[src/rtl/pal_pkg.sv]
// Package for the positional array list: command codes, field widths
// and default sizes. No dependencies.
`default_nettype none

package pal_pkg;

	localparam int PAL_CAPACITY   = 32;
	localparam int PAL_DATA_WIDTH = 32;

	localparam int OP_W    = 2;
	localparam int POS_W   = 6;
	localparam int VAL_W   = 32;
	localparam int COUNT_W = 6;
	localparam int EXT_W   = 64;

	localparam logic [OP_W-1:0] OP_INSERT = 2'd0;
	localparam logic [OP_W-1:0] OP_DELETE = 2'd1;
	localparam logic [OP_W-1:0] OP_READ   = 2'd2;

endpackage

`default_nettype wire

[src/rtl/positional_array_list.sv]
// Positional array list top level: command decode, shift sequencer and
// result registers around one list RAM. Depends on pal_pkg and pal_ram.
//
// Takes one command (insert, delete or read at a list position) per transfer
// on start while busy is low, and answers each with one result marked by done
// for a single cycle; the receiver cannot stall, so results must be taken as
// they come. Entries live in a single RAM with one write and one read port,
// and shifting moves one entry per cycle through it. A refused command, an
// insert at the end of the list and a delete of the last entry are answered
// straight from idle; a read waits in ST_RDWAIT for the registered RAM read
// data; an insert or delete that moves entries passes ST_SHIFT and ST_DRAIN,
// an insert also ST_COMMIT, so the worst case is an insert at position zero.
`default_nettype none

module positional_array_list import pal_pkg::*; #(
	parameter int CAPACITY   = PAL_CAPACITY,
	parameter int DATA_WIDTH = PAL_DATA_WIDTH
) (
	input  wire logic                    clk,
	input  wire logic                    arst_n,
	input  wire logic                    start,
	output logic                         busy,
	input  wire logic [OP_W-1:0]         op,
	input  wire logic [POS_W-1:0]        position,
	input  wire logic signed [VAL_W-1:0] value,
	output logic                         done,
	output logic                         ok,
	output logic signed [VAL_W-1:0]      read_value,
	output logic [COUNT_W-1:0]           item_count,
	output logic                         is_empty,
	output logic                         is_full
);

	localparam int AW = (CAPACITY > 1) ? $clog2(CAPACITY) : 1;
	localparam int CW = $clog2(CAPACITY + 1);
	localparam int XW = (CW > POS_W) ? CW : POS_W;

	typedef enum logic [2:0] {
		ST_IDLE,
		ST_RDWAIT,
		ST_SHIFT,
		ST_DRAIN,
		ST_COMMIT
	} state_t;

	state_t                  state_q;
	logic [OP_W-1:0]         op_q;
	logic [AW-1:0]           pos_q;
	logic [DATA_WIDTH-1:0]   val_q;
	logic [AW-1:0]           ptr_q;
	logic [CW-1:0]           count_q;
	logic                    mv_s1;
	logic [AW-1:0]           src_s1;
	logic                    done_q;
	logic                    ok_q;
	logic [VAL_W-1:0]        rdv_q;

	logic                    accept;
	logic [XW-1:0]           pos_x;
	logic [XW-1:0]           cnt_x;
	logic [XW-1:0]           cm1_x;
	logic [AW-1:0]           pos_a;
	logic [AW-1:0]           cm1_a;
	logic                    full_c;
	logic                    ins_ok;
	logic                    rm_ok;
	logic                    ins_last;
	logic                    del_last;
	logic                    shift_last;
	logic signed [EXT_W-1:0] val_ext;
	logic [DATA_WIDTH-1:0]   val_d;
	logic signed [DATA_WIDTH-1:0] rdata_s;
	logic signed [EXT_W-1:0] rd_ext;

	logic                    ram_we;
	logic [AW-1:0]           ram_waddr;
	logic [DATA_WIDTH-1:0]   ram_wdata;
	logic [AW-1:0]           ram_raddr;
	logic [DATA_WIDTH-1:0]   ram_rdata;

	assign busy   = (state_q != ST_IDLE);
	assign accept = start && !busy;

	assign pos_x    = XW'(position);
	assign cnt_x    = XW'(count_q);
	assign cm1_x    = cnt_x - XW'(1);
	assign pos_a    = pos_x[AW-1:0];
	assign cm1_a    = cm1_x[AW-1:0];
	assign full_c   = (count_q == CW'(CAPACITY));
	assign ins_ok   = !full_c && (pos_x <= cnt_x);
	assign rm_ok    = (pos_x < cnt_x);
	assign ins_last = (pos_x == cnt_x);
	assign del_last = (pos_x == cm1_x);
	assign shift_last = (op_q == OP_INSERT) ? (ptr_q == pos_q) : (ptr_q == cm1_a);

	assign val_ext = EXT_W'(value);
	assign val_d   = val_ext[DATA_WIDTH-1:0];
	assign rdata_s = ram_rdata;
	assign rd_ext  = EXT_W'(rdata_s);

	always_comb begin
		ram_we    = 1'b0;
		ram_waddr = pos_a;
		ram_wdata = val_d;
		if (state_q == ST_IDLE) begin
			ram_we = accept && (op == OP_INSERT) && ins_ok && ins_last;
		end else if (mv_s1) begin
			ram_we    = 1'b1;
			ram_waddr = (op_q == OP_INSERT) ? src_s1 + AW'(1) : src_s1 - AW'(1);
			ram_wdata = ram_rdata;
		end else if (state_q == ST_COMMIT) begin
			ram_we    = 1'b1;
			ram_waddr = pos_q;
			ram_wdata = val_q;
		end
		ram_raddr = (state_q == ST_SHIFT) ? ptr_q : pos_a;
	end

	pal_ram #(
		.WIDTH(DATA_WIDTH),
		.DEPTH(CAPACITY)
	) u_ram (
		.clk  (clk),
		.we   (ram_we),
		.waddr(ram_waddr),
		.wdata(ram_wdata),
		.raddr(ram_raddr),
		.rdata(ram_rdata)
	);

	always_ff @(posedge clk or negedge arst_n) begin
		if (!arst_n) begin
			state_q <= ST_IDLE;
			op_q    <= OP_INSERT;
			pos_q   <= '0;
			val_q   <= '0;
			ptr_q   <= '0;
			count_q <= '0;
			mv_s1   <= 1'b0;
			src_s1  <= '0;
			done_q  <= 1'b0;
			ok_q    <= 1'b0;
			rdv_q   <= '0;
		end else begin
			done_q <= 1'b0;
			mv_s1  <= (state_q == ST_SHIFT);
			src_s1 <= ptr_q;
			case (state_q)
				ST_IDLE: begin
					if (accept) begin
						op_q   <= op;
						pos_q  <= pos_a;
						val_q  <= val_d;
						done_q <= 1'b1;
						ok_q   <= 1'b0;
						rdv_q  <= '0;
						case (op)
							OP_INSERT: begin
								if (ins_ok) begin
									if (ins_last) begin
										count_q <= count_q + CW'(1);
										ok_q    <= 1'b1;
									end else begin
										done_q  <= 1'b0;
										ptr_q   <= cm1_a;
										state_q <= ST_SHIFT;
									end
								end
							end
							OP_DELETE: begin
								if (rm_ok) begin
									if (del_last) begin
										count_q <= count_q - CW'(1);
										ok_q    <= 1'b1;
									end else begin
										done_q  <= 1'b0;
										ptr_q   <= pos_a + AW'(1);
										state_q <= ST_SHIFT;
									end
								end
							end
							OP_READ: begin
								if (rm_ok) begin
									done_q  <= 1'b0;
									state_q <= ST_RDWAIT;
								end
							end
							default: begin
								done_q <= 1'b1;
							end
						endcase
					end
				end
				ST_RDWAIT: begin
					done_q  <= 1'b1;
					ok_q    <= 1'b1;
					rdv_q   <= rd_ext[VAL_W-1:0];
					state_q <= ST_IDLE;
				end
				ST_SHIFT: begin
					ptr_q <= (op_q == OP_INSERT) ? ptr_q - AW'(1) : ptr_q + AW'(1);
					if (shift_last) begin
						state_q <= ST_DRAIN;
					end
				end
				ST_DRAIN: begin
					if (op_q == OP_INSERT) begin
						state_q <= ST_COMMIT;
					end else begin
						count_q <= count_q - CW'(1);
						done_q  <= 1'b1;
						ok_q    <= 1'b1;
						rdv_q   <= '0;
						state_q <= ST_IDLE;
					end
				end
				ST_COMMIT: begin
					count_q <= count_q + CW'(1);
					done_q  <= 1'b1;
					ok_q    <= 1'b1;
					rdv_q   <= '0;
					state_q <= ST_IDLE;
				end
				default: begin
					state_q <= ST_IDLE;
				end
			endcase
		end
	end

	assign done       = done_q;
	assign ok         = ok_q;
	assign read_value = rdv_q;
	assign item_count = cnt_x[COUNT_W-1:0];
	assign is_empty   = (count_q == '0);
	assign is_full    = full_c;

endmodule

`default_nettype wire

[src/rtl/pal_ram.sv]
// Generic simple dual-port RAM: one write port, one read port with
// registered read data. No dependencies.
`default_nettype none

module pal_ram #(
	parameter int WIDTH = 32,
	parameter int DEPTH = 32
) (
	input  wire logic                                   clk,
	input  wire logic                                   we,
	input  wire logic [((DEPTH > 1) ? $clog2(DEPTH) : 1)-1:0] waddr,
	input  wire logic [WIDTH-1:0]                       wdata,
	input  wire logic [((DEPTH > 1) ? $clog2(DEPTH) : 1)-1:0] raddr,
	output logic      [WIDTH-1:0]                       rdata
);

	logic [WIDTH-1:0] mem [DEPTH];
	logic [WIDTH-1:0] rdata_q;

	always_ff @(posedge clk) begin
		if (we) begin
			mem[waddr] <= wdata;
		end
		rdata_q <= mem[raddr];
	end

	assign rdata = rdata_q;

endmodule

`default_nettype wire

[config.mk]
export PLATFORM = sky130hd
export DESIGN_NAME = positional_array_list
export DESIGN_NICKNAME = d
export VERILOG_FILES = /design/src/rtl/pal_pkg.sv /design/src/rtl/positional_array_list.sv /design/src/rtl/pal_ram.sv
export SDC_FILE = /design/constraint.sdc
export NUM_CORES = 1
export LEC_CHECK = 0
export ABC_AREA = 1
export BUFFER_PORTS_ARGS = -buffer_cell sky130_fd_sc_hd__buf_2
export CORE_ASPECT_RATIO = 2
export CORE_MARGIN = 2
export CORE_UTILIZATION = 42
export CTS_CLUSTER_DIAMETER = 60
export CTS_CLUSTER_SIZE = 16
export DETAILED_ROUTE_END_ITERATION = 6
export PLACE_DENSITY = 0.6
export SLEW_MARGIN = 5
export SYNTH_ARGS = -nofsm -noshare
export SYNTH_HDL_FRONTEND = slang
export SYNTH_SLANG_ARGS = --single-unit
[constraint.sdc]
create_clock -name clk -period 4.8 [get_ports clk]
set_input_delay 0.72 -clock clk [delete_from_list [all_inputs] [get_ports clk]]
set_output_delay 0.72 -clock clk [all_outputs]
set_load 0.01 [all_outputs]
# After elaboration in Yosys (flattened, before gate mapping)
# Memories as Yosys holds them, arrays and structs flattened. A register that Yosys moved wholly into a read port is not among the register bits.
# Index checks and enable logic that the tools add are counted.
# totals
register_bits	93
elab_cells	125
memories	1
in_bits	43
output_inout_bits	43
ramBits	1024
# classes
n_eq_ne	23
n_reduce_logical	23
n_mux	58
n_addsub	7
order_cmp	2
# mem_list
memory	depth	word_bits	read_ports	rd_clocked_by_memory_dff	write_ports	line_no	source
u_ram.mem	32	32	1	1	1	pal_ram.sv:17	logic [WIDTH-1:0] mem [DEPTH];
# ops
cell	n
$mux W32	5
$pmux W32 S4	1
$mux W5	11
$mux W6	6
$mux W3	8
$ne A3 B3 Y1 const B	7
$pmux W5 S2	2
$pmux W3 S3	2
$pmux W6 S3	1
$mux W1	17
$reduce_and A8 Y1	2
$add A5 B1 Y5 const B	3
$eq A6 B6 Y1	2
$pmux W6 S2	1
$eq A5 B5 Y1	2
$sub A5 B1 Y5 const B	2
$pmux W1 S3	3
$reduce_bool A3 Y1	3
$reduce_and A7 Y1	1
$add A6 B1 Y6 const B	1
$eq A3 B2 Y1 const B	2
$eq A6 B6 Y1 const B	1
$le A6 B6 Y1	1
$logic_not A6 Y1	1
19 further kinds	28

# Logic depth before layout (Yosys ltp)
# depth
ltp_word	9
depth_mapped	15
mapped_depth_nobuf	15

# By module
# Synthesis repeated with hierarchy kept, for this count alone.
# unflattened
cells_unflattened	4388
hier_area_um2	48383.9
# by_module_without_submodules
mod	instances	cells_each	seq_area_each_um2	area_each_um2
pal_ram	1	3536	31390.1	42405.7
positional_array_list	1	852	2327.2	5978.2

# Least setup slack after synthesis
# OpenSTA, ideal clock, no wires.
# synth_timing
kind	reg-to-reg
start	register count_q[5], in the netlist item_count[5]
end	memory u_ram.mem[12][0] (enable)
n_path_buf	1
arrival_ns	3.332
stages_incl_launch_ff	12
period_less_slack_ns	3.753
required_time_ns	4.379
setup_time_ns	0.421
setup_slack_ns	1.047
cell_sequence	dfrtp_1 > clkbuf_1 > inv_1 > ha_1 > nand2_1 > nor2_1 > nand3_1 > inv_1 > nand2_1 > o31ai_4 > nand3_2 > nor2_1
# synth_via
elab_chain_len	8
elab_cells_between_ends	10
classes_between	order compare: 1; eq/ne: 2; mux: 3; reduce/logical: 4
# synth_lines
element	line_no	source
from (decl)	positional_array_list.sv:51	logic [CW-1:0] count_q;
from (signal assigned)	positional_array_list.sv:161	count_q <= count_q + CW'(1);
from (signal assigned)	positional_array_list.sv:173	count_q <= count_q - CW'(1);
from (signal assigned)	positional_array_list.sv:210	count_q <= count_q - CW'(1);
parallel branches: the longest is 4 deep, another holds $le A6 B6 Y1	n/a	
$logic_and A1 B1 Y1 (*)	positional_array_list.sv:106	ram_we = accept && (op == OP_INSERT) && ins_ok && ins_last;
$mux W1 (*)	positional_array_list.sv:105	if (state_q == ST_IDLE) begin
$mux W1 (*)	pal_ram.sv:21	if (we) begin
$mux W1 (implied by the code) (*)	pal_ram.sv:22	mem[waddr] <= wdata;
to (decl)	pal_ram.sv:17	
# Every way passes the cells marked *.

# Worst setup path in the final report
# layout_timing
start	register count_q[5], in the netlist item_count[5]
end	memory u_ram.mem[9][19] (enable)
# The elaborated chain is that of the path after synthesis.

==> flow_summary.toml <==
[sta]
finalCritPeriodShare_pct = 83.5
rsz0062_at_grt = "false"
finClkSkew_ps = 30.9
maxSlewHeadroom_pct = 21.5
timing.fmax_ghz = 0.249
timing.hold.ws_ps = 263
tightest_slew_ps = 1180
report.final.hold_viol_count = 0
finalSetupViolations = 0
period_needed_ps = 4010
final_max_slew_viol_count = 0
tns_ps = 0

[clock_tree]
ctsResizeCount = 0
cts_max_level = 3
cts_tree = "done"
clk_pin_slew_worst_paths_ps = 80
cts_buffers = 82
cts_sinks = 1149
worst_skew_pair.late_latency_ps = 690
cts_buffer_depth = 3
root_buffer = "clkbuf_16"

[worst_setup_path]
crit_buf_inv = 4
critPathMaxFanout = 20
max_stage_delay_ps = 850
crit_required_ps = 5150
setup.worst_path.class = "register to register"
worstSetupStartpointType = "register"
critical-path-top-delay-family = "simple AND/OR/NAND/NOR gates"
crit_chain = "inv_1 > ha_1 > nand2_1 > nor2_1 > nand3_1 > inv_1 > nand2_1 > o31ai_4 > nand3_2 > buf_4 > nor2_4 > buf_4"
arrival_ps = 4360
cp_slowest_cell = "nor2_4"
worstSetupEndpointType = "register"

[cells_and_area]
nets = 4594
layout-drive-gt1-share_pct = 8.88
area_growth_pct = 10.8
final_core_util_pct = 47.0
final_area_um2 = 54600

[synth]
netlist_top_cells_area = "edfxtp_1 62%, nand2_1 9.9%, nand3_1 7.6%, dfrtp_1 4.7%, o211ai_1 3.0%"
synthFlopType = "edfxtp_1"
synth_edf_count = 1024
netlist_area_um2 = 49300
yosysMostFrequentCell = "nand2_1"
synthTopCellsByCount = "1,301 x nand2_1, 1,024 x edfxtp_1, 746 x nand3_1, 385 x inv_1, 194 x o211ai_1"
synthCells = 4496
yosys.area.top_type = "edfxtp_1"
yosys_warnings = 0
ys_types = 40
async_flop_share_pct = 8.09
yosysSeqAreaShare_pct = 68.4
synth_fp_nets = 4560
avgSynthCellArea_um2 = 11.0
synth_top_area_share_pct = 62.4
synth_seq_cells = 1149

[detailed_routing]
wl_per_cell_um = 25.1
vias_per_cell = 5.57
wl_um = 153000
via_count = 34090
drc = 0
drt_iter0_drc = 3002
ant_nets = 0
dr.pass1.iters = 5

[grt]
grt_max_degree = 116
grt_overflow = 0
grt_pass1_wl_um = 224000
antenna_found_initial = 2
grt_util_all_layers_pct = 25.5
grt_pass1_vias = 33922

[floorplan]
die_w_um = 246
dieArea_um2 = 120000
initial_core_util_pct = 42.4
coreArea_um2 = 116000
pin_count = 86
die_y_um = 488
fp-row-count = 177

[pwr]
p_leak_nw = 21.3
p_per_area_nw_per_um2 = 790
vdd_drop_max_uv = 684

[placement]
port_buffers = 85
hpwl_um = 92300
place_congestion = 0.955
place_area_um2 = 52200

[status]
status = "complete, no violations"

[worst_hold_path]
hp-class = "primary input to register"

[job]
maxCapViolCount = 0
## registers in the layout, indices dropped and copies added (netlist names), 2 cells and up
register and count:
u_ram.mem 1024, read_value 32, u_ram.rdata 32, val_q 32, item_count 6, pos_q 5, ptr_q 5, src_s1 5
state_q 3, op_q 2
## final timing paths
kind	cells past startpoint	start	endpoint	slack (ps)
max	12	item_count[5]	u_ram.mem[9][19]	790
min	3	value[12]	val_q[12]	260
max reg2reg	12	item_count[5]	u_ram.mem[9][19]	790
min reg2reg	2	val_q[29]	val_q[29]	480
max in group asynchronous	3	arst_n	val_q[7]	3290
min in group asynchronous	2	arst_n	read_value[0]	510
## repair_timing
action                                 CTS  global route
setup buffers                            0             0
endpoints found under the hold margin   26             0
hold buffers                             1             0
setup endpoints to repair                0             0
## report_power, final
part	internal, W	total (W)	switching, W	leakage (nW)
registers	0.0150	0.0159	0.000877	10.7
clock network	0.00331	0.00672	0.00341	1.13
logic	0.00532	0.0206	0.0152	9.46
total	0.0236	0.0432	0.0195	21.3
## placed cells by master, fill, tap and decap left out, types with 5 or more instances in the layout
master     netlist  final
buf_2          109     84
nand4_1         10     10
nand3_1        746    745
dfxtp_1         32     32
clkbuf_1       142     58
dfrtp_1         93     93
inv_1          385    383
a22o_1          32     32
o21ai_4          0      5
o21ai_0         91     89
a22oi_2          0     20
edfxtp_1      1024   1024
a21oi_1         40     39
xor2_1           9      9
o22ai_1          5      5
clkbuf_16        0     84
buf_4            2    134
nor2_1          64     31
nand3b_1        96     96
ha_1            19     19
a22oi_1         28      8
buf_12           0     20
nand2_1       1301   1300
o211ai_1       194    194
nor2_4           2     34
## kinds of logic after synthesis
family / after synthesis / share of synthesized area [%]
flip-flops: 1149 / 68.4
AO/OA/AOI/OAI: 402 / 5.55
XOR/XNOR: 13 / 0.231
adder cells (fa/ha/maj): 21 / 0.564
AND/OR/NAND/NOR: 2231 / 19.8
buffers and inverters: 680 / 5.47
## metal layers
layer  vias to the layer above  share of wire [%]  track usage, %  routed length [µm]
met3                       415                5.5            3.39                8400
met1                     16750                 35            28.0               54100
met2                      1315                 52            46.1               80200
met4                         0                6.9            16.0               10600
met5                         -                  0               0                   0
li1                      15610                  -               -                   -
## tightest hold or removal path: cells and delay by family
kind / cells / cell delay, ps
and+or+nand+nor: 2 / 100
buffers and inverters: 1 / 90
## metrics by stage
step,cells,setup slack (ps),power (W)
after floorplan,4496,1050,0.0281
after global placement,5966,478,0.0364
after detailed placement,5966,572,0.0366
after CTS,6114,817,0.0433
after global routing,6115,644,0.0455
final,6115,791,0.0432
## cell type report
class                           count  area (µm²)
Multi-Input combinational cell   2667       13300
Clock inverter                      4        50.0
Fill cell                       10466       61600
Tap cell                         1521        1900
Timing Repair Buffer              239        1840
Antenna cell                        1        2.50
Inverter                          391        1470
Sequential cell                  1149       33700
Clock buffer                      143        2330
Note: power is estimated with default switching activity, not from simulation.
